===== src/rtl/jsu_pkg.sv =====
// Package for the JSON string unescaper: decoder modes, result codes and
// the structs passed between the decoder, the result buffer and the top level.
// No dependencies.
package jsu_pkg;

   localparam int LINE_BITS_DEFAULT = 24;
   localparam int OUT_LINE_BITS     = 24;

   typedef enum logic [1:0] {
      MODE_IDLE = 2'd0,
      MODE_STR  = 2'd1,
      MODE_ESC  = 2'd2,
      MODE_HEX  = 2'd3
   } mode_type;

   localparam logic [1:0] KIND_DATA = 2'd0;
   localparam logic [1:0] KIND_END  = 2'd1;
   localparam logic [1:0] KIND_ERR  = 2'd2;

   localparam logic [2:0] ERR_NONE       = 3'd0;
   localparam logic [2:0] ERR_EXPECTED   = 3'd1;
   localparam logic [2:0] ERR_UNTERM     = 3'd2;
   localparam logic [2:0] ERR_BAD_HEX    = 3'd3;
   localparam logic [2:0] ERR_SURROGATE  = 3'd4;
   localparam logic [2:0] ERR_UNKNOWN_ESC = 3'd5;

   typedef struct packed {
      mode_type    mode;
      logic [1:0]  hex_cnt;
      logic [15:0] code_point;
   } jsu_state_type;

   typedef struct packed {
      logic [1:0]       count;
      logic [2:0][7:0]  bytes;
      logic [1:0]       kind;
      logic [2:0]       error_code;
   } jsu_result_type;

endpackage


===== src/rtl/jsu_decode.sv =====
// Combinational decoder: from the current state, line count and one text byte
// it forms the next state and up to three result items. Depends on jsu_pkg.
module jsu_decode
   import jsu_pkg::*;
#(
   parameter int LINE_BITS = LINE_BITS_DEFAULT
) (
   input  jsu_state_type        state,
   input  logic [LINE_BITS-1:0] line_count,
   input  logic [7:0]           text_byte,
   output jsu_state_type        state_next,
   output logic [LINE_BITS-1:0] line_next,
   output jsu_result_type       result
);

   localparam logic [7:0] CHAR_NUL   = 8'h00;
   localparam logic [7:0] CHAR_TAB   = 8'h09;
   localparam logic [7:0] CHAR_LF    = 8'h0A;
   localparam logic [7:0] CHAR_CR    = 8'h0D;
   localparam logic [7:0] CHAR_SPACE = 8'h20;
   localparam logic [7:0] CHAR_QUOTE = 8'h22;
   localparam logic [7:0] CHAR_SLASH = 8'h2F;
   localparam logic [7:0] CHAR_BSL   = 8'h5C;
   localparam logic [7:0] CHAR_B     = 8'h62;
   localparam logic [7:0] CHAR_F     = 8'h66;
   localparam logic [7:0] CHAR_N     = 8'h6E;
   localparam logic [7:0] CHAR_R     = 8'h72;
   localparam logic [7:0] CHAR_T     = 8'h74;
   localparam logic [7:0] CHAR_U     = 8'h75;

   logic        bump;
   logic        is_hex;
   logic [3:0]  nibble;
   logic [15:0] cp_new;

   always_comb begin
      is_hex = 1'b1;
      nibble = 4'd0;
      case (text_byte) inside
         [8'h30:8'h39]: nibble = text_byte[3:0];
         [8'h41:8'h46], [8'h61:8'h66]: nibble = text_byte[3:0] + 4'd9;
         default: is_hex = 1'b0;
      endcase
   end

   assign cp_new = {state.code_point[11:0], nibble};
   assign line_next = (bump && !(&line_count)) ? line_count + 1'b1 : line_count;

   always_comb begin
      state_next = state;
      bump = 1'b0;
      result.count = 2'd0;
      result.bytes = '0;
      result.kind = KIND_DATA;
      result.error_code = ERR_NONE;
      case (state.mode)
         MODE_IDLE: begin
            if (text_byte == CHAR_LF) begin
               bump = 1'b1;
            end else if (text_byte == CHAR_QUOTE) begin
               state_next.mode = MODE_STR;
            end else if (!(text_byte inside {CHAR_SPACE, CHAR_TAB, CHAR_CR})) begin
               result.count = 2'd1;
               result.kind = KIND_ERR;
               result.error_code = ERR_EXPECTED;
            end
         end
         MODE_STR: begin
            if (text_byte == CHAR_NUL) begin
               result.count = 2'd1;
               result.kind = KIND_ERR;
               result.error_code = ERR_UNTERM;
               state_next = '{mode: MODE_IDLE, hex_cnt: 2'd0, code_point: 16'd0};
            end else if (text_byte == CHAR_QUOTE) begin
               state_next.mode = MODE_IDLE;
               result.count = 2'd1;
               result.kind = KIND_END;
            end else if (text_byte == CHAR_BSL) begin
               state_next.mode = MODE_ESC;
            end else begin
               bump = (text_byte == CHAR_LF);
               result.count = 2'd1;
               result.bytes[0] = text_byte;
            end
         end
         MODE_ESC: begin
            state_next.mode = MODE_STR;
            result.count = 2'd1;
            case (text_byte)
               CHAR_QUOTE, CHAR_BSL, CHAR_SLASH: result.bytes[0] = text_byte;
               CHAR_B: result.bytes[0] = 8'h08;
               CHAR_F: result.bytes[0] = 8'h0C;
               CHAR_N: result.bytes[0] = CHAR_LF;
               CHAR_R: result.bytes[0] = CHAR_CR;
               CHAR_T: result.bytes[0] = CHAR_TAB;
               CHAR_U: begin
                  result.count = 2'd0;
                  state_next = '{mode: MODE_HEX, hex_cnt: 2'd0, code_point: 16'd0};
               end
               default: begin
                  result.kind = KIND_ERR;
                  result.error_code = ERR_UNKNOWN_ESC;
                  state_next = '{mode: MODE_IDLE, hex_cnt: 2'd0, code_point: 16'd0};
               end
            endcase
         end
         default: begin
            if (!is_hex) begin
               result.count = 2'd1;
               result.kind = KIND_ERR;
               result.error_code = ERR_BAD_HEX;
               state_next = '{mode: MODE_IDLE, hex_cnt: 2'd0, code_point: 16'd0};
            end else if (state.hex_cnt != 2'd3) begin
               state_next.hex_cnt = state.hex_cnt + 2'd1;
               state_next.code_point = cp_new;
            end else if (cp_new[15:11] == 5'b11011) begin
               result.count = 2'd1;
               result.kind = KIND_ERR;
               result.error_code = ERR_SURROGATE;
               state_next = '{mode: MODE_IDLE, hex_cnt: 2'd0, code_point: 16'd0};
            end else begin
               state_next = '{mode: MODE_STR, hex_cnt: 2'd0, code_point: cp_new};
               if (cp_new[15:7] == 9'd0) begin
                  result.count = 2'd1;
                  result.bytes[0] = cp_new[7:0];
               end else if (cp_new[15:11] == 5'd0) begin
                  result.count = 2'd2;
                  result.bytes[0] = {3'b110, cp_new[10:6]};
                  result.bytes[1] = {2'b10, cp_new[5:0]};
               end else begin
                  result.count = 2'd3;
                  result.bytes[0] = {4'b1110, cp_new[15:12]};
                  result.bytes[1] = {2'b10, cp_new[11:6]};
                  result.bytes[2] = {2'b10, cp_new[5:0]};
               end
            end
         end
      endcase
   end

endmodule


===== config.mk =====
export PLATFORM = sky130hd
export DESIGN_NAME = jsu_decode
export DESIGN_NICKNAME = d
export VERILOG_FILES = /design/src/rtl/jsu_pkg.sv /design/src/rtl/jsu_decode.sv
export SDC_FILE = /design/constraint.sdc
export NUM_CORES = 1
export LEC_CHECK = 0
export BUFFER_PORTS_ARGS = -buffer_cell sky130_fd_sc_hd__buf_2
export CAP_MARGIN = 20
export CORE_MARGIN = 8
export CORE_UTILIZATION = 45
export DETAILED_ROUTE_END_ITERATION = 8
export GPL_TIMING_DRIVEN = 0
export PLACE_DENSITY = 0.93
export SETUP_SLACK_MARGIN = 0.05
export SYNTH_ARGS = -nofsm -noshare
export SYNTH_HDL_FRONTEND = slang
export SYNTH_SLANG_ARGS = --single-unit

===== constraint.sdc =====
create_clock -name vclk -period 4.9
set_input_delay 0.735 -clock vclk [all_inputs]
set_output_delay 0.735 -clock vclk [all_outputs]
set_load 0.02 [all_outputs]

# Word level (Yosys, flattened, before mapping)
# Cells that the tools add are included.
[op_classes] add_sub_neg=3 mul=0 div_mod_pow=0 magnitude_cmp=6 n_eq_ne=17 n_shift=0 muxes=58 bitwise_logic=0 reduce_logical=16
[op_table] operator="24-bit 2-to-1 mux" n=3
[op_table] operator="8-bit by 7-bit equality test with 1-bit output, second input constant" n=7
[op_table] operator="18-bit one-hot mux with 3 select lines" n=1
[op_table] operator="8-bit one-hot mux with 6 select lines" n=1
[op_table] operator="8-bit 2-to-1 mux" n=5
[op_table] operator="20-bit one-hot mux with 2 select lines" n=1
[op_table] operator="18-bit 2-to-1 mux" n=2
[op_table] operator="16-bit 2-to-1 mux" n=2
[op_table] operator="31-bit 2-to-1 mux" n=1
[op_table] operator="5-bit 2-to-1 mux" n=6
[op_table] operator="24-bit by 1-bit adder with 24-bit output, second input constant" n=1
[op_table] operator="8-bit by 4-bit equality test with 1-bit output, second input constant" n=3
[op_table] operator="8-bit by 6-bit equality test with 1-bit output, second input constant" n=3
[op_table] operator="8-bit one-hot mux with 3 select lines" n=1
[op_table] operator="24-bit AND reduction" n=1
[op_table] operator="2-bit 2-to-1 mux" n=11
[op_table] operator="20-bit 2-to-1 mux" n=1
[op_table] operator="19-bit 2-to-1 mux" n=1
[op_table] operator="8-bit by 7-bit >= comparator with 1-bit output, second input constant" n=2
[op_table] operator="8-bit by 7-bit <= comparator with 1-bit output, second input constant" n=2
[op_table] operator="1-bit 2-to-1 mux" n=15
[op_table] operator="5-bit one-hot mux with 3 select lines" n=1
[op_table] operator="14-bit 2-to-1 mux" n=1
[op_table] operator="2-bit one-hot mux with 3 select lines" n=2
[op_table] operator="other kinds (21)" n=26
[totals] regBits=0 latch_bits=0 ramBits=0 mem_bits_ro=0 in_bits=52 mem_count=0

# Longest topological paths before layout
[depth] depth_word=11 ltp_mapped=10 ltp_nobuf=7

# Worst setup path after synthesis
# Ideal clock, no wire load.
[synth_path] path_type="input to output" start="in text_byte[5]" end="out line_next[6]" t_arrival_ns=2.718 required_time_ns=4.165 setup_slack_ns=1.447 path_stages=6 cell_sequence="clkbuf_1 > nor4_4 > nand4_1 > a31oi_1 > or3b_2 > xnor2_1"
[synth_via] elab_chain_cells=7 word_cells_on_any_way=11
[synth_lines] element="from (decl)" line_no="jsu_decode.sv:10" rtl="input logic [7:0] text_byte,"
[synth_lines] element="8-bit by 4-bit equality test with 1-bit output / 8-bit by 7-bit equality test with 1-bit output (equally long branches)" line_no="jsu_decode.sv:58, jsu_decode.sv:81, jsu_decode.sv:78"
[synth_lines] element="1-bit 2-to-1 mux" line_no="jsu_decode.sv:78" rtl="end else if (text_byte == CHAR_BSL) begin"
[synth_lines] element="1-bit 2-to-1 mux" line_no="jsu_decode.sv:74" rtl="end else if (text_byte == CHAR_QUOTE) begin"
[synth_lines] element="1-bit 2-to-1 mux" line_no="jsu_decode.sv:69" rtl="if (text_byte == CHAR_NUL) begin"
[synth_lines] element="1-bit one-hot mux with 2 select lines *" line_no="jsu_decode.sv:56" rtl="case (state.mode)"
[synth_lines] element="1-bit logical AND *" line_no="jsu_decode.sv:47" rtl="assign line_next = (bump && !(&line_count)) ? line_count + 1'b1 : line_count;"
[synth_lines] element="24-bit 2-to-1 mux *" line_no="jsu_decode.sv:47"
[synth_lines] element="to (decl)" line_no="jsu_decode.sv:12" rtl="output logic [LINE_BITS-1:0] line_next,"
# Every way passes the cells marked *; elsewhere a longest branch is shown, timed or not.

==> run_summary.xml <==
<?xml version="1.0" encoding="UTF-8"?>
<metrics>
  <group name="yosys">
    <metric name="mappedNetlistArea" unit="mm2">0.00187</metric>
    <metric name="synth_compound_gate_area_share" unit="%">34.4</metric>
    <metric name="synthCells" unit="">293</metric>
    <metric name="count_of_distinct_cell_types_in_the_synthesized_netlist" unit="">64</metric>
    <metric name="synth_seq_area_share" unit="%">0</metric>
    <metric name="synth_xor_xnor_area_share" unit="%">10.8</metric>
    <metric name="synth_adder_area_share" unit="%">4.01</metric>
    <metric name="synth.area.mux_share" unit="%">0.602</metric>
    <metric name="synth_area_per_cell" unit="um2">6.39</metric>
    <metric name="post_synth_main_area_contributors" unit="">xnor2_1, nor2_1, a22o_1</metric>
    <metric name="synth_area_leader_cell" unit="">xnor2_1</metric>
    <metric name="synthDominantCellAreaShare" unit="%">7.49</metric>
    <metric name="ys_warn_count" unit="">0</metric>
    <metric name="synth_top_family_by_area" unit="">simple AND/OR/NAND/NOR gates</metric>
    <metric name="synthSimpleGateAreaFrac" unit="%">42.8</metric>
  </group>
  <group name="route">
    <metric name="drt.antenna.violating_nets" unit="">0</metric>
    <metric name="wl_per_cell" unit="um">16.6</metric>
    <metric name="residual_drc_count" unit="">0</metric>
    <metric name="drt_first_pass_iters" unit="">5</metric>
    <metric name="route.final.wire_length" unit="um">7770</metric>
    <metric name="drt_iter0_markers" unit="">191</metric>
    <metric name="routed_via_density" unit="">6.09</metric>
    <metric name="dr_total_vias" unit="">2857</metric>
  </group>
  <group name="sta">
    <metric name="timing.fmax" unit="MHz">249</metric>
    <metric name="min_period_over_period" unit="%">81.9</metric>
    <metric name="report.final.setup_viol" unit="">0</metric>
    <metric name="grt_setup_unrepaired" unit="">false</metric>
    <metric name="final-hold-violation-count" unit="">0</metric>
    <metric name="fin_setup_tns" unit="ps">0</metric>
    <metric name="worst_slew_margin_rel" unit="%">34.1</metric>
    <metric name="period_needed" unit="ps">4010</metric>
    <metric name="worst_slew_pin_slew" unit="ps">975</metric>
    <metric name="final_max_slew_viol_count" unit="">0</metric>
  </group>
  <group name="layout">
    <metric name="antenna_cells" unit="">0</metric>
    <metric name="final_core_utilization" unit="%">64.1</metric>
    <metric name="areaGrowthSynthToFinish" unit="%">37.0</metric>
    <metric name="post_route_insts_no_fill" unit="">469</metric>
    <metric name="sequential_cell_total" unit="">0</metric>
    <metric name="fillers" unit="">386</metric>
    <metric name="layout-drive-gt1-share" unit="%">35.3</metric>
    <metric name="regArea" unit="um2">0</metric>
    <metric name="finish.net_count" unit="">479</metric>
    <metric name="clockBufferCount" unit="">0</metric>
  </group>
  <group name="cts">
    <metric name="post_cts.resized_instances" unit="">0</metric>
    <metric name="cts_hold_buffers" unit="">0</metric>
    <metric name="cts.repair_timing.setup_buffer_count" unit="">0</metric>
  </group>
  <group name="floorplanning">
    <metric name="fp.dieW" unit="um">80.5</metric>
    <metric name="design.core.area" unit="mm2">0.00400</metric>
    <metric name="die-area" unit="mm2">0.00648</metric>
    <metric name="std_cell_rows" unit="">23</metric>
    <metric name="top_level_ports" unit="">127</metric>
    <metric name="initial_core_util" unit="%">46.8</metric>
    <metric name="chipHeight" unit="um">80.5</metric>
  </group>
  <group name="setup_path">
    <metric name="cpPeakStageDelay" unit="ps">860</metric>
    <metric name="setup.worst_path.start_class" unit="">input pin</metric>
    <metric name="critPathTopFamily" unit="">compound AO/OA/AOI/OAI gates</metric>
    <metric name="critical_path.slowest_cell" unit="">nor4b_1</metric>
    <metric name="ordered_cell_list_for_the_critical_path" unit="">buf_2 &gt; nor4b_1 &gt; a21oi_1 &gt; a31oi_2 &gt; buf_2 &gt; a22o_1 &gt; buf_2</metric>
    <metric name="cp_data_required_time" unit="ps">4160</metric>
    <metric name="worstPathMaxFanout" unit="">10</metric>
    <metric name="cp_num_cells" unit="">7</metric>
    <metric name="worst_path_most_repeated_cell" unit="">buf_2</metric>
    <metric name="critical_path_buf_inv_count" unit="">3</metric>
    <metric name="timing.critical_path.from" unit="">text_byte[6]</metric>
    <metric name="critPathCaptureType" unit="">output pin</metric>
    <metric name="cp_data_arrival_time" unit="ps">3280</metric>
    <metric name="critical_path_class" unit="">in2out</metric>
  </group>
  <group name="placed_design">
    <metric name="gp_congestion" unit="">0.988</metric>
    <metric name="post-place-cells" unit="">469</metric>
    <metric name="port_buffers" unit="">125</metric>
    <metric name="sum_of_net_half_perimeters_after_detailed_placement" unit="um">6500</metric>
  </group>
  <group name="grt">
    <metric name="pin_count_of_the_biggest_net_entering_global_routing" unit="">11</metric>
    <metric name="grt_pass1_wl" unit="um">11900</metric>
    <metric name="antenna_found_initial" unit="">0</metric>
    <metric name="via_count_of_the_first_global_routing_pass" unit="">2660</metric>
    <metric name="track_usage" unit="%">21.5</metric>
    <metric name="globalRouteOverflowTotal" unit="">0</metric>
  </group>
  <group name="min_path">
    <metric name="hold_class" unit="">in2out</metric>
    <metric name="holdCritStartpoint" unit="">line_count[23]</metric>
    <metric name="min_delay_path_depth" unit="">3</metric>
  </group>
  <group name="power_and_ir_drop">
    <metric name="vdd_drop_max" unit="uV">35.4</metric>
    <metric name="leakage_power_of_the_design" unit="nW">1.24</metric>
    <metric name="powerDensity" unit="mW/mm2">77.3</metric>
  </group>
  <group name="status">
    <metric name="run_status" unit="">finished, final reports clean</metric>
  </group>
  <group name="flow_run">
    <metric name="drv.max_cap_violation_count" unit="">0</metric>
  </group>
</metrics>
==> cell usage after synthesis (all sizes together) (4+ instances only) <==
| cell type | count |
|---|---|
| a21o | 5 |
| a21oi | 16 |
| a22o | 14 |
| a31oi | 4 |
| and2 | 4 |
| and3 | 6 |
| buf | 11 |
| clkbuf | 6 |
| ha | 6 |
| inv | 11 |
| nand2 | 23 |
| nand2b | 9 |
| nand3 | 16 |
| nand4 | 14 |
| nor2 | 37 |
| nor3 | 6 |
| nor4 | 7 |
| o21ai | 13 |
| o2bb2ai | 6 |
| or3b | 4 |
| or4 | 4 |
| xnor2 | 16 |
| xor2 | 7 |
==> per-layer routing <==
| layer | track usage [%] | wire length [um] |
|---|---|---|
| met4 | 4.91 | 109 |
| met5 | 0 | 0 |
| met2 | 40.1 | 3710 |
| met1 | 22.9 | 2850 |
| met3 | 6.03 | 1100 |
==> where the power goes <==
part           switching (mW)  internal [mW]  leakage (nW)
sequential                  0              0             0
combinational           0.125         0.0730          1.24
clock                       0              0             0
total                   0.125         0.0730          1.24
==> metrics by stage <==
step	total power [mW]	cell area (um2)	hold WS (ps)	worst slack, ps
global placement	0.193	2560	1770	1020
detailed placement	0.196	2560	1780	929
floorplan	0.115	1880	1590	1450
finish	0.198	2560	1780	888
CTS	0.197	2560	1780	918
global route	0.214	2560	1790	729
==> logic make-up after synthesis <==
family,Yosys count
AO/OA/AOI/OAI,87
adder cells (fa/ha/maj),6
multiplexers,1
XOR/XNOR,23
AND/OR/NAND/NOR,147
buffers and inverters,28
other,1
==> final cells by class <==
cell class	count	area, um2	share of cell area (%)
inverter	11	41.3	1.61
tap	50	62.6	2.44
multi-input combinational	266	1740	67.9
timing repair buffer	125	626	24.4
buffer	17	93.8	3.66
==> final timing paths <==
path                             to
worst max-delay path  state_next[2]
worst min-delay path  line_next[23]
==> cell usage in the layout, fill, tap and decap left out, types with 4 or more instances in the layout <==
| cell | count |
|---|---|
| nor2_1 | 37 |
| and3_1 | 6 |
| xnor2_1 | 16 |
| nor3_1 | 6 |
| or4_1 | 4 |
| nand2_1 | 23 |
| buf_2 | 131 |
| clkbuf_1 | 6 |
| nand2b_1 | 9 |
| a21oi_1 | 15 |
| o21ai_0 | 13 |
| nand3_1 | 16 |
| ha_1 | 6 |
| nand4_1 | 14 |
| xor2_1 | 7 |
| o2bb2ai_1 | 6 |
| a22o_1 | 14 |
| nor4_1 | 6 |
| a21o_1 | 5 |
| inv_1 | 11 |
Power figures use the tool's default switching activity.
