`config.mk`:
```
export PLATFORM = sky130hd
export DESIGN_NAME = jsu_result_buffer
export DESIGN_NICKNAME = d
export VERILOG_FILES = /design/src/rtl/jsu_pkg.sv /design/src/rtl/jsu_result_buffer.sv
export SDC_FILE = /design/constraint.sdc
export NUM_CORES = 1
export LEC_CHECK = 0
export BUFFER_PORTS_ARGS = -buffer_cell sky130_fd_sc_hd__buf_4
export CAP_MARGIN = 0
export CORE_ASPECT_RATIO = 0.6
export CORE_MARGIN = 2
export CORE_UTILIZATION = 45
export DETAILED_ROUTE_END_ITERATION = 12
export PLACE_DENSITY = 0.78
export REMOVE_ABC_BUFFERS = 1
export SYNTH_ARGS = -nofsm -noshare
export SYNTH_HDL_FRONTEND = slang
export SYNTH_SLANG_ARGS = --single-unit
export TNS_END_PERCENT = 100
```
`constraint.sdc`:
```
create_clock -name clock -period 2.1 [get_ports clock]
set_input_delay 0.525 -clock clock [delete_from_list [all_inputs] [get_ports clock]]
set_output_delay 0.525 -clock clock [all_outputs]
set_load 0.005 [all_outputs]
```
`src/rtl/jsu_pkg.sv`:
```
// Package for the JSON string unescaper: decoder modes, result codes and
// the structs passed between the decoder, the result buffer and the top level.
// No dependencies.
package jsu_pkg;

   localparam int LINE_BITS_DEFAULT = 24;
   localparam int OUT_LINE_BITS     = 24;

   typedef enum logic [1:0] {
      MODE_IDLE = 2'd0,
      MODE_STR  = 2'd1,
      MODE_ESC  = 2'd2,
      MODE_HEX  = 2'd3
   } mode_type;

   localparam logic [1:0] KIND_DATA = 2'd0;
   localparam logic [1:0] KIND_END  = 2'd1;
   localparam logic [1:0] KIND_ERR  = 2'd2;

   localparam logic [2:0] ERR_NONE       = 3'd0;
   localparam logic [2:0] ERR_EXPECTED   = 3'd1;
   localparam logic [2:0] ERR_UNTERM     = 3'd2;
   localparam logic [2:0] ERR_BAD_HEX    = 3'd3;
   localparam logic [2:0] ERR_SURROGATE  = 3'd4;
   localparam logic [2:0] ERR_UNKNOWN_ESC = 3'd5;

   typedef struct packed {
      mode_type    mode;
      logic [1:0]  hex_cnt;
      logic [15:0] code_point;
   } jsu_state_type;

   typedef struct packed {
      logic [1:0]       count;
      logic [2:0][7:0]  bytes;
      logic [1:0]       kind;
      logic [2:0]       error_code;
   } jsu_result_type;

endpackage

```
`src/rtl/jsu_result_buffer.sv`:
```
// Result register that holds the up to three result items of one text byte
// and hands them out one per transfer. Depends on jsu_pkg.
module jsu_result_buffer
   import jsu_pkg::*;
(
   input  logic                     clock,
   input  logic                     reset,
   input  logic                     load,
   input  jsu_result_type           load_result,
   input  logic [OUT_LINE_BITS-1:0] load_line,
   output logic                     free,
   output logic                     valid,
   input  logic                     ready,
   output logic [7:0]               out_byte,
   output logic [1:0]               kind,
   output logic [2:0]               error_code,
   output logic [OUT_LINE_BITS-1:0] line_number,
   output logic                     last_of_run
);

   logic [1:0]               rem_ff, rem_in;
   logic [2:0][7:0]          bytes_ff, bytes_in;
   logic [1:0]               kind_ff;
   logic [2:0]               err_ff;
   logic [OUT_LINE_BITS-1:0] line_ff;
   logic                     xfer;

   assign valid       = (rem_ff != 2'd0);
   assign xfer        = valid && ready;
   assign free        = (rem_ff == 2'd0) || (rem_ff == 2'd1 && ready);
   assign out_byte    = bytes_ff[0];
   assign kind        = kind_ff;
   assign error_code  = err_ff;
   assign line_number = line_ff;
   assign last_of_run = (rem_ff == 2'd1);

   always_comb begin
      rem_in   = rem_ff;
      bytes_in = bytes_ff;
      if (xfer) begin
         rem_in   = rem_ff - 2'd1;
         bytes_in = {8'h00, bytes_ff[2:1]};
      end
      if (load) begin
         rem_in   = load_result.count;
         bytes_in = load_result.bytes;
      end
   end

   always_ff @(posedge clock) begin
      if (reset) begin
         rem_ff <= 2'd0;
      end else begin
         rem_ff <= rem_in;
      end
      bytes_ff <= bytes_in;
      if (load) begin
         kind_ff <= load_result.kind;
         err_ff  <= load_result.error_code;
         line_ff <= load_line;
      end
   end

endmodule

```
# After elaboration in Yosys (flattened, before gate mapping)
# Index checks and enable logic that the tools add are counted.
# word_totals
ff_bits	55
output_inout_bits	40
elab_cells	19
# op_classes
add_sub_neg	1
n_eq_ne	1
n_mux	4
reduce_logical	6
# op_table
cell	count
$mux 24	2
$mux 2	2
$reduce_bool 2->1	2
$eq 2x1->1 const B	1
$logic_and 1x1->1	2
$logic_not 2->1	1
$sub 2x1->2 const B	1
$logic_or 1x1->1	1

# Logic depth before layout (Yosys ltp)
# Gate-level depths: netlist of run 1.
# logic_depth
word_depth	4
ltp_mapped	5

# Least setup slack after synthesis of run 1
# Ideal clock, no wire load.
# synth_timing
path_kind	input port to flip-flop
start	input port load
end	register bytes_ff[10] (netlist name) (enable)
arrival_time_ns	1.257
required_time_ns	1.790
setup_slack_ns	0.532
stages	3
n_path_buf	2
cell_sequence	buf_6 buf_2 or2_2
# synth_between
elab_chain_len	1
# synth_rtl
element	line_no	rtl
start, declared	jsu_result_buffer.sv:8	input logic load,
$reduce_bool 2->1 (no source line)	-	
end signal, assigned	jsu_result_buffer.sv:56	bytes_ff <= bytes_in;
end, declared	jsu_result_buffer.sv:22	logic [2:0][7:0] bytes_ff, bytes_in;
# Every way passes these cells.
# A chain may end at the register's enable or synchronous reset.

# Final worst setup path of run 1
# layout_timing
start	register rem_ff[0]
end	output port free
# layout_between
elab_chain_len	3
# layout_rtl
element	line_no	rtl
start, declared	jsu_result_buffer.sv:21	logic [1:0] rem_ff, rem_in;
start signal, assigned	jsu_result_buffer.sv:54	rem_ff <= rem_in;
$eq 2x1->1	jsu_result_buffer.sv:30	assign free = (rem_ff == 2'd0) || (rem_ff == 2'd1 && ready);
$logic_and 1x1->1	jsu_result_buffer.sv:30	
$logic_or 1x1->1 *	jsu_result_buffer.sv:30	
end, declared	jsu_result_buffer.sv:11	output logic free,
# Every way passes the cells marked *; elsewhere a longest branch is shown, timed or not.

==> impl_results.md, run 1 <==
* Status: finished clean
* CTS max path bufs at 2
* Worst Setup Path Type: reg2out
* Crit Reg-Reg Endpoint: bytes_ff[11]$_DFFE_PP_
* Layout area overhead at 40.1%
* Drt via density at ~4.5
* PwrDens at ~760 nW/um^2
* Share of cells above drive strength 1 at between 60 and 70%
* Count of state elements after synthesis at 55
* Reg-to-Reg Start: rem_ff[0]$_SDFFE_PP0P_
* Worst slew pin tran at about 0.55 ns
* Slowest CP cell: dfxtp_1
* Fmax at 568 MHz
* Cell taking the most area after synthesis: edfxtp_1
* FP Rows at 19
* CTS tree: built
* Starting Density at a little under half
* Hold Path Depth at 2
* Overflow after GRT at 0
* Leak Pwr at about 1.2 nW
* Post-CTS Setup Bufs at 0
* Via count at about 1.2k
* Min Clock Period, post-route at 1.76 ns
* Setup WS pre-CTS at approximately 0.43 ns
* Cts hold-fix bufs at 0
* Reg2Reg Depth at 4
* 1st-iter DRT viols at a little under 60
* Pin count of the biggest net entering global routing at 25
* Synthesis warning total at 0
* Yosys cell types at 18
* WP data required at approximately 1.6 ns
* Clk_skew at approximately 0.007 ns
* Fin Setup TNS at 0 ns
* Critical Path Source Type: register
* First-pass GRT wire length at a little under 6000 um
* Final worst setup slack at 0.340 ns
* 1st-pass router iterations at 4
* DP Wirelength at about 3000 um
* CTS-repair resized insts at 0
* Post-synth EDFFs at between 50 and 60
* Post-synth top cells: 53 x edfxtp_1, 16 x mux2_2, 8 x and2_1, 8 x buf_4, 4 x inv_1
* Drt total wl at roughly 3800 um
* Final GP Congestion at 0.756
* Number of global-route vias before repair at ~1.3k
* Die area at 5150 sq um
* Top FF cell, synth: edfxtp_1
* Die X at between 90 and 100 um
* Worst skew pair latency at about 0.3 ns
* CTS Root Cell: clkbuf_8
* Clock slew at reported path FFs at about 0.08 ns
* Max cap viols at 0
* DRT antenna net count at 0
* I/O Buffers at just under 100
* CTS H-tree lvls at 2
* Worst hold path type: in2reg
* R2r setup slk at 0.43 ns
* Slowest stage delay, CP at 0.38 ns
* Seq/Total Area, Yosys at slightly below 80%
* Tightest hold margin at ~0.39 ns
* Hold Path End: rem_ff[1]$_SDFFE_PP0P_
* Arr. time, crit path at roughly 1.2 ns
* Cell Chain, Critical Path: inv_1 > ha_1 > inv_1 > nand2_1 > buf_4
* Max-slew violations at 0
* RSZ-0062 raised after global routing: false
* Hold_sp: reset
* Slew headroom at 63.5%
* Total CTS buffers at 5
* Critical-path maximum fanout at 3
* Drt drc at 0
* Gr usage total at about 15%
* Final nets at around 260
* Final hold vios at 0
* Dominant cell type by count on the critical path: inv_1
* Mapped Avg Cell Area at 19.3 sq um
* Fraction of registers with async set/reset at 0%
* Initial antenna violation count at 0
* Design area at around 2900 sq um
* Top-count cell post-synth: edfxtp_1
* Clock sink total at between 50 and 60
* I/O pin cnt at a little under 100
* Worst vdd ir at 464 uV
* Synth top area share at 77.2%
* Final worst-path cycle share at between 80% and 90%
* Ant diodes at 0
* Chip height at roughly 56 um
* Final setup viols at 0
* Top post-synthesis cells by area: edfxtp_1 77%, mux2_2 8.7%, buf_4 2.9%
* Avg WL per Cell at 14.3 um
* CP Capture Type: output pin
* Mapped Area at between 2000 and 2500 sq um
* Post-DP Area at 2800 sq um
* Post-Syn Instances at between 100 and 150
* Core Footprint at about 4500 sq um
[cells by family (layout without fill, tap and decap cells)]
kind of cell	after synthesis	in the layout	share of synthesized area, %
muxes	16	16	8.74
AOI/OAI and AO/OA	3	3	0.972
buffers and inverters	15	112	4.98
xor gates and xnor gates	1	1	0.425
and+or+nand+nor	15	15	4.49
adders and majority gates	2	2	1.21
DFF	55	55	79.2
[cell usage in the layout (no fill, tap or decap)]
cell type,instances
nor2_1,1
clkinv_4,1
buf_4,100
nand3b_1,1
clkbuf_8,5
nor2b_4,1
and2_1,8
clkbuf_1,1
clkinv_1,1
mux2_2,16
ha_1,2
inv_1,4
a211oi_1,1
a21oi_1,1
o211ai_1,1
or2_2,1
nand2_1,3
dfxtp_1,2
xnor2_1,1
edfxtp_1,53
[metal layers]
metal / GRT usage (%) / wire, um
met5: 0 / 0
met4: 5.41 / 65
met3: 9.13 / 461
met2: 24.1 / 1870
met1: 17.1 / 1430
[power breakdown]
group	internal [W]	total [W]	switching, W
combinational	0.000188	0.000294	0.000106
sequential	0.00131	0.00134	0.0000281
clock	0.000234	0.000546	0.000312
total	0.00174	0.00218	0.000446
[how the worst max path moves through the flow]
| stage | start | to |
|---|---|---|
| 2_1_floorplan | rem_ff[0]$_SDFFE_PP0P_ | bytes_ff[10]$_DFFE_PP_ |
| 3_3_place_gp | load | bytes_ff[10]$_DFFE_PP_ |
| 3_5_place_dp | rem_ff[0]$_SDFFE_PP0P_ | out_byte[7]$_DFFE_PP_ |
| 4_1_cts | rem_ff[0]$_SDFFE_PP0P_ | free |
| 5_1_grt | rem_ff[0]$_SDFFE_PP0P_ | free |
| 6_report | rem_ff[0]$_SDFFE_PP0P_ | free |
[critical path, delay by kind of cell, from the launching register on]
family        cells  cell delay, ns
flops             1            0.38
simple gates      1            0.05
buf+inv           3            0.28
fa+ha+maj         1            0.24
[registers in the layout, summed over array words and instances (netlist names)]
name	count
rem_ff	2
kind	2
error_code	3
out_byte	8
line_number	24
bytes_ff	16
[metrics by stage]
step | util [%] | total power (W) | instances
2_1_floorplan | - | 0.00144 | 96
3_3_place_gp | 62.4 | 0.00165 | 259
3_5_place_dp | 62.4 | 0.00166 | 259
4_1_cts | 64.3 | 0.00221 | 267
5_1_grt | 64.3 | 0.00227 | 267
6_report | 64.3 | 0.00218 | 267
[cell type report]
cell class | instances | area, sq um
clock buffers | 6 | 72.6
well taps | 63 | 78.8
inverters | 4 | 15.0
repair buffers | 100 | 751
multi-input cells | 37 | 327
fillers | 332 | 1610
flip-flops and latches | 55 | 1630
clock inverters | 2 | 12.5
Note: power is estimated with default switching activity, not from simulation.
==> run 2: changes to the inputs <==
ABC_AREA = 1   (was not set)
CORE_UTILIZATION = 46   (was 45)
clock period = 1.8 ns   (was 2.1 ns; I/O delays follow)
==> run 2 against run 1 <==
Effect of this change:
- synthesized area up 7.5%
- die area grew 4.9%
- via count up 14%
- synthesized cell count rose by 47%
- critical path type unchanged
==> impl_results.md, run 2 <==
* Ant diodes at 0 (unchanged)
* Clock sink total at 55 (unchanged)
* Total CTS buffers at 5 (unchanged)
* Clock slew at reported path FFs at 0.09 ns (was 0.08 ns)
* WP data required at 1.35 ns (was 1.57 ns)
* Tightest hold margin at 0.324 ns (was 0.389 ns)
* Clock network power share at 24.2% (was 25.0%)
* Largest delay contributor family on the critical path: flip-flops (unchanged)
* Status: finished clean (unchanged)
* Mux cell area share after synthesis at 0% (was 8.74%)
* Avg WL per Cell at 12.5 um (was 14.3 um)
* Cell Chain, Critical Path: inv_1 > ha_1 > inv_1 > nand2_1 > buf_4 (unchanged)
* Compound-cell area share of the yosys netlist at 0.226% (was 0.971%)
* Worst vdd ir at 406 uV (was 464 uV)
* Design area at 3020 sq um (was 2890 sq um)
* Number of flip-flops in the largest register at 24 (unchanged)
* Commonest non-fill, non-tap cell in the layout: buf_4 (unchanged)
* Number of global-route vias before repair at 1261 (was 1310)
* Largest family of logic cells by synthesized area: simple AND/OR/NAND/NOR gates (was multiplexers)
* Drt via density at 4.36 (was 4.49)
* Seq pwr share at 61.1% (was 61.5%)
* Overflow after GRT at 0 (unchanged)
* Fmax at roughly 600 MHz
* CP Capture Type: output pin (unchanged)
* Final GP Congestion at 0.790 (was 0.756)
* Critical Path Source Type: register (unchanged)
* I/O pin cnt at 99 (unchanged)
* Max-slew violations at 0 (unchanged)
* Cts hold-fix bufs at 0 (unchanged)
* Die area at 5410 sq um (was 5150 sq um)
* Count of state elements after synthesis at 55 (unchanged)
* Leak Pwr at 1.44 nW (was 1.21 nW)
* Worst slew pin tran at 0.353 ns (was 0.548 ns)
* Slowest stage delay, CP at 0.40 ns (was 0.38 ns)
* CTS max path bufs at 2 (unchanged)
* Pin count of the biggest net entering global routing at 33 (was 25)
* I/O Buffers at 98 (unchanged)
* Sw Share at 21.9% (was 20.5%)
* Highest-count cells in the layout ignoring fill and taps: 100 x buf_4, 53 x edfxtp_1, 45 x nand2_1, 13 x inv_1 (was 100 x buf_4, 53 x edfxtp_1, 16 x mux2_2, 8 x and2_1, 5 x clkbuf_8)
* 1st-pass router iterations at 4 (unchanged)
* FP Rows at 19 (unchanged)
* Via count at 1372 (was 1200)
* Share of cells above drive strength 1 at 52.0% (was 60.8%)
* Final hold vios at 0 (unchanged)
* Fraction of registers with async set/reset at 0% (unchanged)
* Top FF cell, synth: edfxtp_1 (unchanged)
* Mapped Avg Cell Area at 14.1 sq um (was 19.3 sq um)
* Max cap viols at 0 (unchanged)
* Arr. time, crit path at 1.22 ns (was 1.23 ns)
* Synth top area share at 71.8% (was 77.2%)
* Seq/Total Area, Yosys at 73.6% (was 79.2%)
* Clk_skew at 0.00781 ns (was 0.00694 ns)
* Slowest CP cell: dfxtp_1 (unchanged)
* DP Wirelength at 3040 um (was 2960 um)
* Min Clock Period, post-route at ~1.7 ns
* Dominant cell type by count on the critical path: inv_1 (unchanged)
* Yosys cell types at 17 (was 18)
* Post-route core utilization at 65.5% (was 64.3%)
* Critical-path maximum fanout at 4 (was 3)
* Die X at 93.6 um (was 91.4 um)
* Post-synthesis adder-cell area fraction at 1.13% (was 1.21%)
* Drt drc at 0 (unchanged)
* Post-synthesis xor/xnor area fraction at 0% (was 0.425%)
* Slew headroom at 76.4% (was 63.5%)
* DRT antenna net count at 0 (unchanged)
* Top-count cell post-synth: edfxtp_1 (unchanged)
* Layout area overhead at 36.3% (was 40.1%)
* First-pass GRT wire length at 5930 um (was 5910 um)
* Starting Density at 48.0% (was 45.9%)
* Synthesis warning total at 0 (unchanged)
* Worst hold path type: in2reg (unchanged)
* Post-DP Area at 2940 sq um (was 2800 sq um)
* CTS H-tree lvls at 2 (unchanged)
* Cell taking the most area after synthesis: edfxtp_1 (unchanged)
* Worst skew pair latency at 0.29 ns (was 0.30 ns)
* CTS Root Cell: clkbuf_8 (unchanged)
* 1st-iter DRT viols at 93 (was 59)
* Post-Synth Simple-Gate Area at 17.3% (was 4.49%)
* Pint at 0.00202 W (was 0.00174 W)
* CTS-repair resized insts at 0 (unchanged)
* Post-Syn Instances at 157 (was 107)
* Post-synth top cells: 53 x edfxtp_1, 45 x nand2_1, 13 x inv_1, 11 x nand2_2, 11 x nand2_4 (was 53 x edfxtp_1, 16 x mux2_2, 8 x and2_1, 8 x buf_4, 4 x inv_1)
* Logic pwr share at 14.7% (was 13.5%)
* Psw at 0.000566 W (was 0.000446 W)
* Core Footprint at 4610 sq um (was 4490 sq um)
* Mapped Area at 2220 sq um (was 2060 sq um)
* PwrDens at 857 nW/um^2 (was 755 nW/um^2)
* Final worst-path cycle share at around 93%
* CTS tree: built (unchanged)
* Worst Setup Path Type: reg2out (unchanged)
* Post-synth EDFFs at 53 (unchanged)
* Final setup viols at 0 (unchanged)
* Top post-synthesis cells by area: edfxtp_1 72%, nand2_1 7.6%, nand2_4 5.6% (was edfxtp_1 77%, mux2_2 8.7%, buf_4 2.9%)
* Gr usage total at 14.6% (was 15.2%)
* Chip height at 57.8 um (was 56.4 um)
* Buffers & Inverters on Critical Path at 3 (unchanged)
* Drt total wl at 3940 um (was 3830 um)
* Fin Setup TNS at 0 ns (unchanged)
* Final nets at 313 (was 264)
* Initial antenna violation count at 0 (unchanged)
* Post-CTS Setup Bufs at 0 (unchanged)
* RSZ-0062 raised after global routing: false (unchanged)
## run 2: cell types whose count changed after synthesis, moves of 2 or more
cell and change:
nand2_2 +11, inv_1 +9, nand2_1 +42, and2_1 -8
nor2_1 +2, nand2_4 +11, mux2_2 -16
## run 2: stage by stage
| step | std cells | total power [W] | setup slack [ns] |
|---|---|---|---|
| global route | 315 | 0.00272 | 0.0716 |
| finish | 315 | 0.00259 | 0.132 |
| detailed placement | 308 | 0.00200 | 0.331 |
| CTS | 315 | 0.00262 | 0.121 |
| global placement | 308 | 0.00199 | 0.384 |
| floorplan | 145 | 0.00173 | 0.461 |
## run 2: path summary, 6_finish.rpt
check	from	endpoint	slack, ns	cells after the start
hold / removal	load_line[21]	line_number[21]$_DFFE_PP_	0.32	1
hold reg to reg	bytes_ff[23]$_SDFFCE_PN0P_	bytes_ff[15]$_DFFE_PP_	0.52	2
setup reg to reg	rem_ff[0]$_SDFFE_PP0P_	bytes_ff[15]$_DFFE_PP_	0.32	5
setup / recovery	rem_ff[0]$_SDFFE_PP0P_	free	0.13	5
## run 2: power by group through the flow
stage | clock network (W) | registers, W | logic, W
2_1_floorplan | 0 | 0.00162 | 0.000111
3_3_place_gp | 0 | 0.00161 | 0.000378
3_5_place_dp | 0 | 0.00161 | 0.000386
4_1_cts | 0.000648 | 0.00159 | 0.000387
5_1_grt | 0.000706 | 0.00159 | 0.000418
6_report | 0.000626 | 0.00158 | 0.000380
## run 2: logic make-up (layout without fill, tap and decap cells)
family / after synthesis / after routing
AND/OR/NAND/NOR: 72 / 72
flip-flops: 55 / 55
buffers and inverters: 27 / 122
adder cells (fa/ha/maj): 2 / 2
AO/OA/AOI/OAI: 1 / 1
## run 2: layout make-up
class / count / area (sq um)
clock buffer: 5 / 68.8
clock inverter: 2 / 12.5
fill: 355 / 1590
inverter: 15 / 63.8
multi-input combinational: 75 / 414
sequential: 55 / 1630
tap: 63 / 78.8
timing repair buffer: 100 / 751
## run 2: worst reg2reg max path, cell delays in order (launching register included)
cell and delay, ns:
dfxtp_1 0.40, inv_1 0.06, ha_1 0.19, inv_1 0.09
nand2_1 0.11, nand2_4 0.30
## run 2: metal layers
metal | part of all wire [%] | up-vias | track usage, % | wire length [um]
met5 | 0 | - | 0 | 0
met4 | 0.86 | 0 | 4.35 | 34
met3 | 7.6 | 2 | 4.42 | 300
met2 | 49 | 57 | 24.5 | 1930
met1 | 43 | 623 | 18.9 | 1680
li1 | - | 690 | - | -
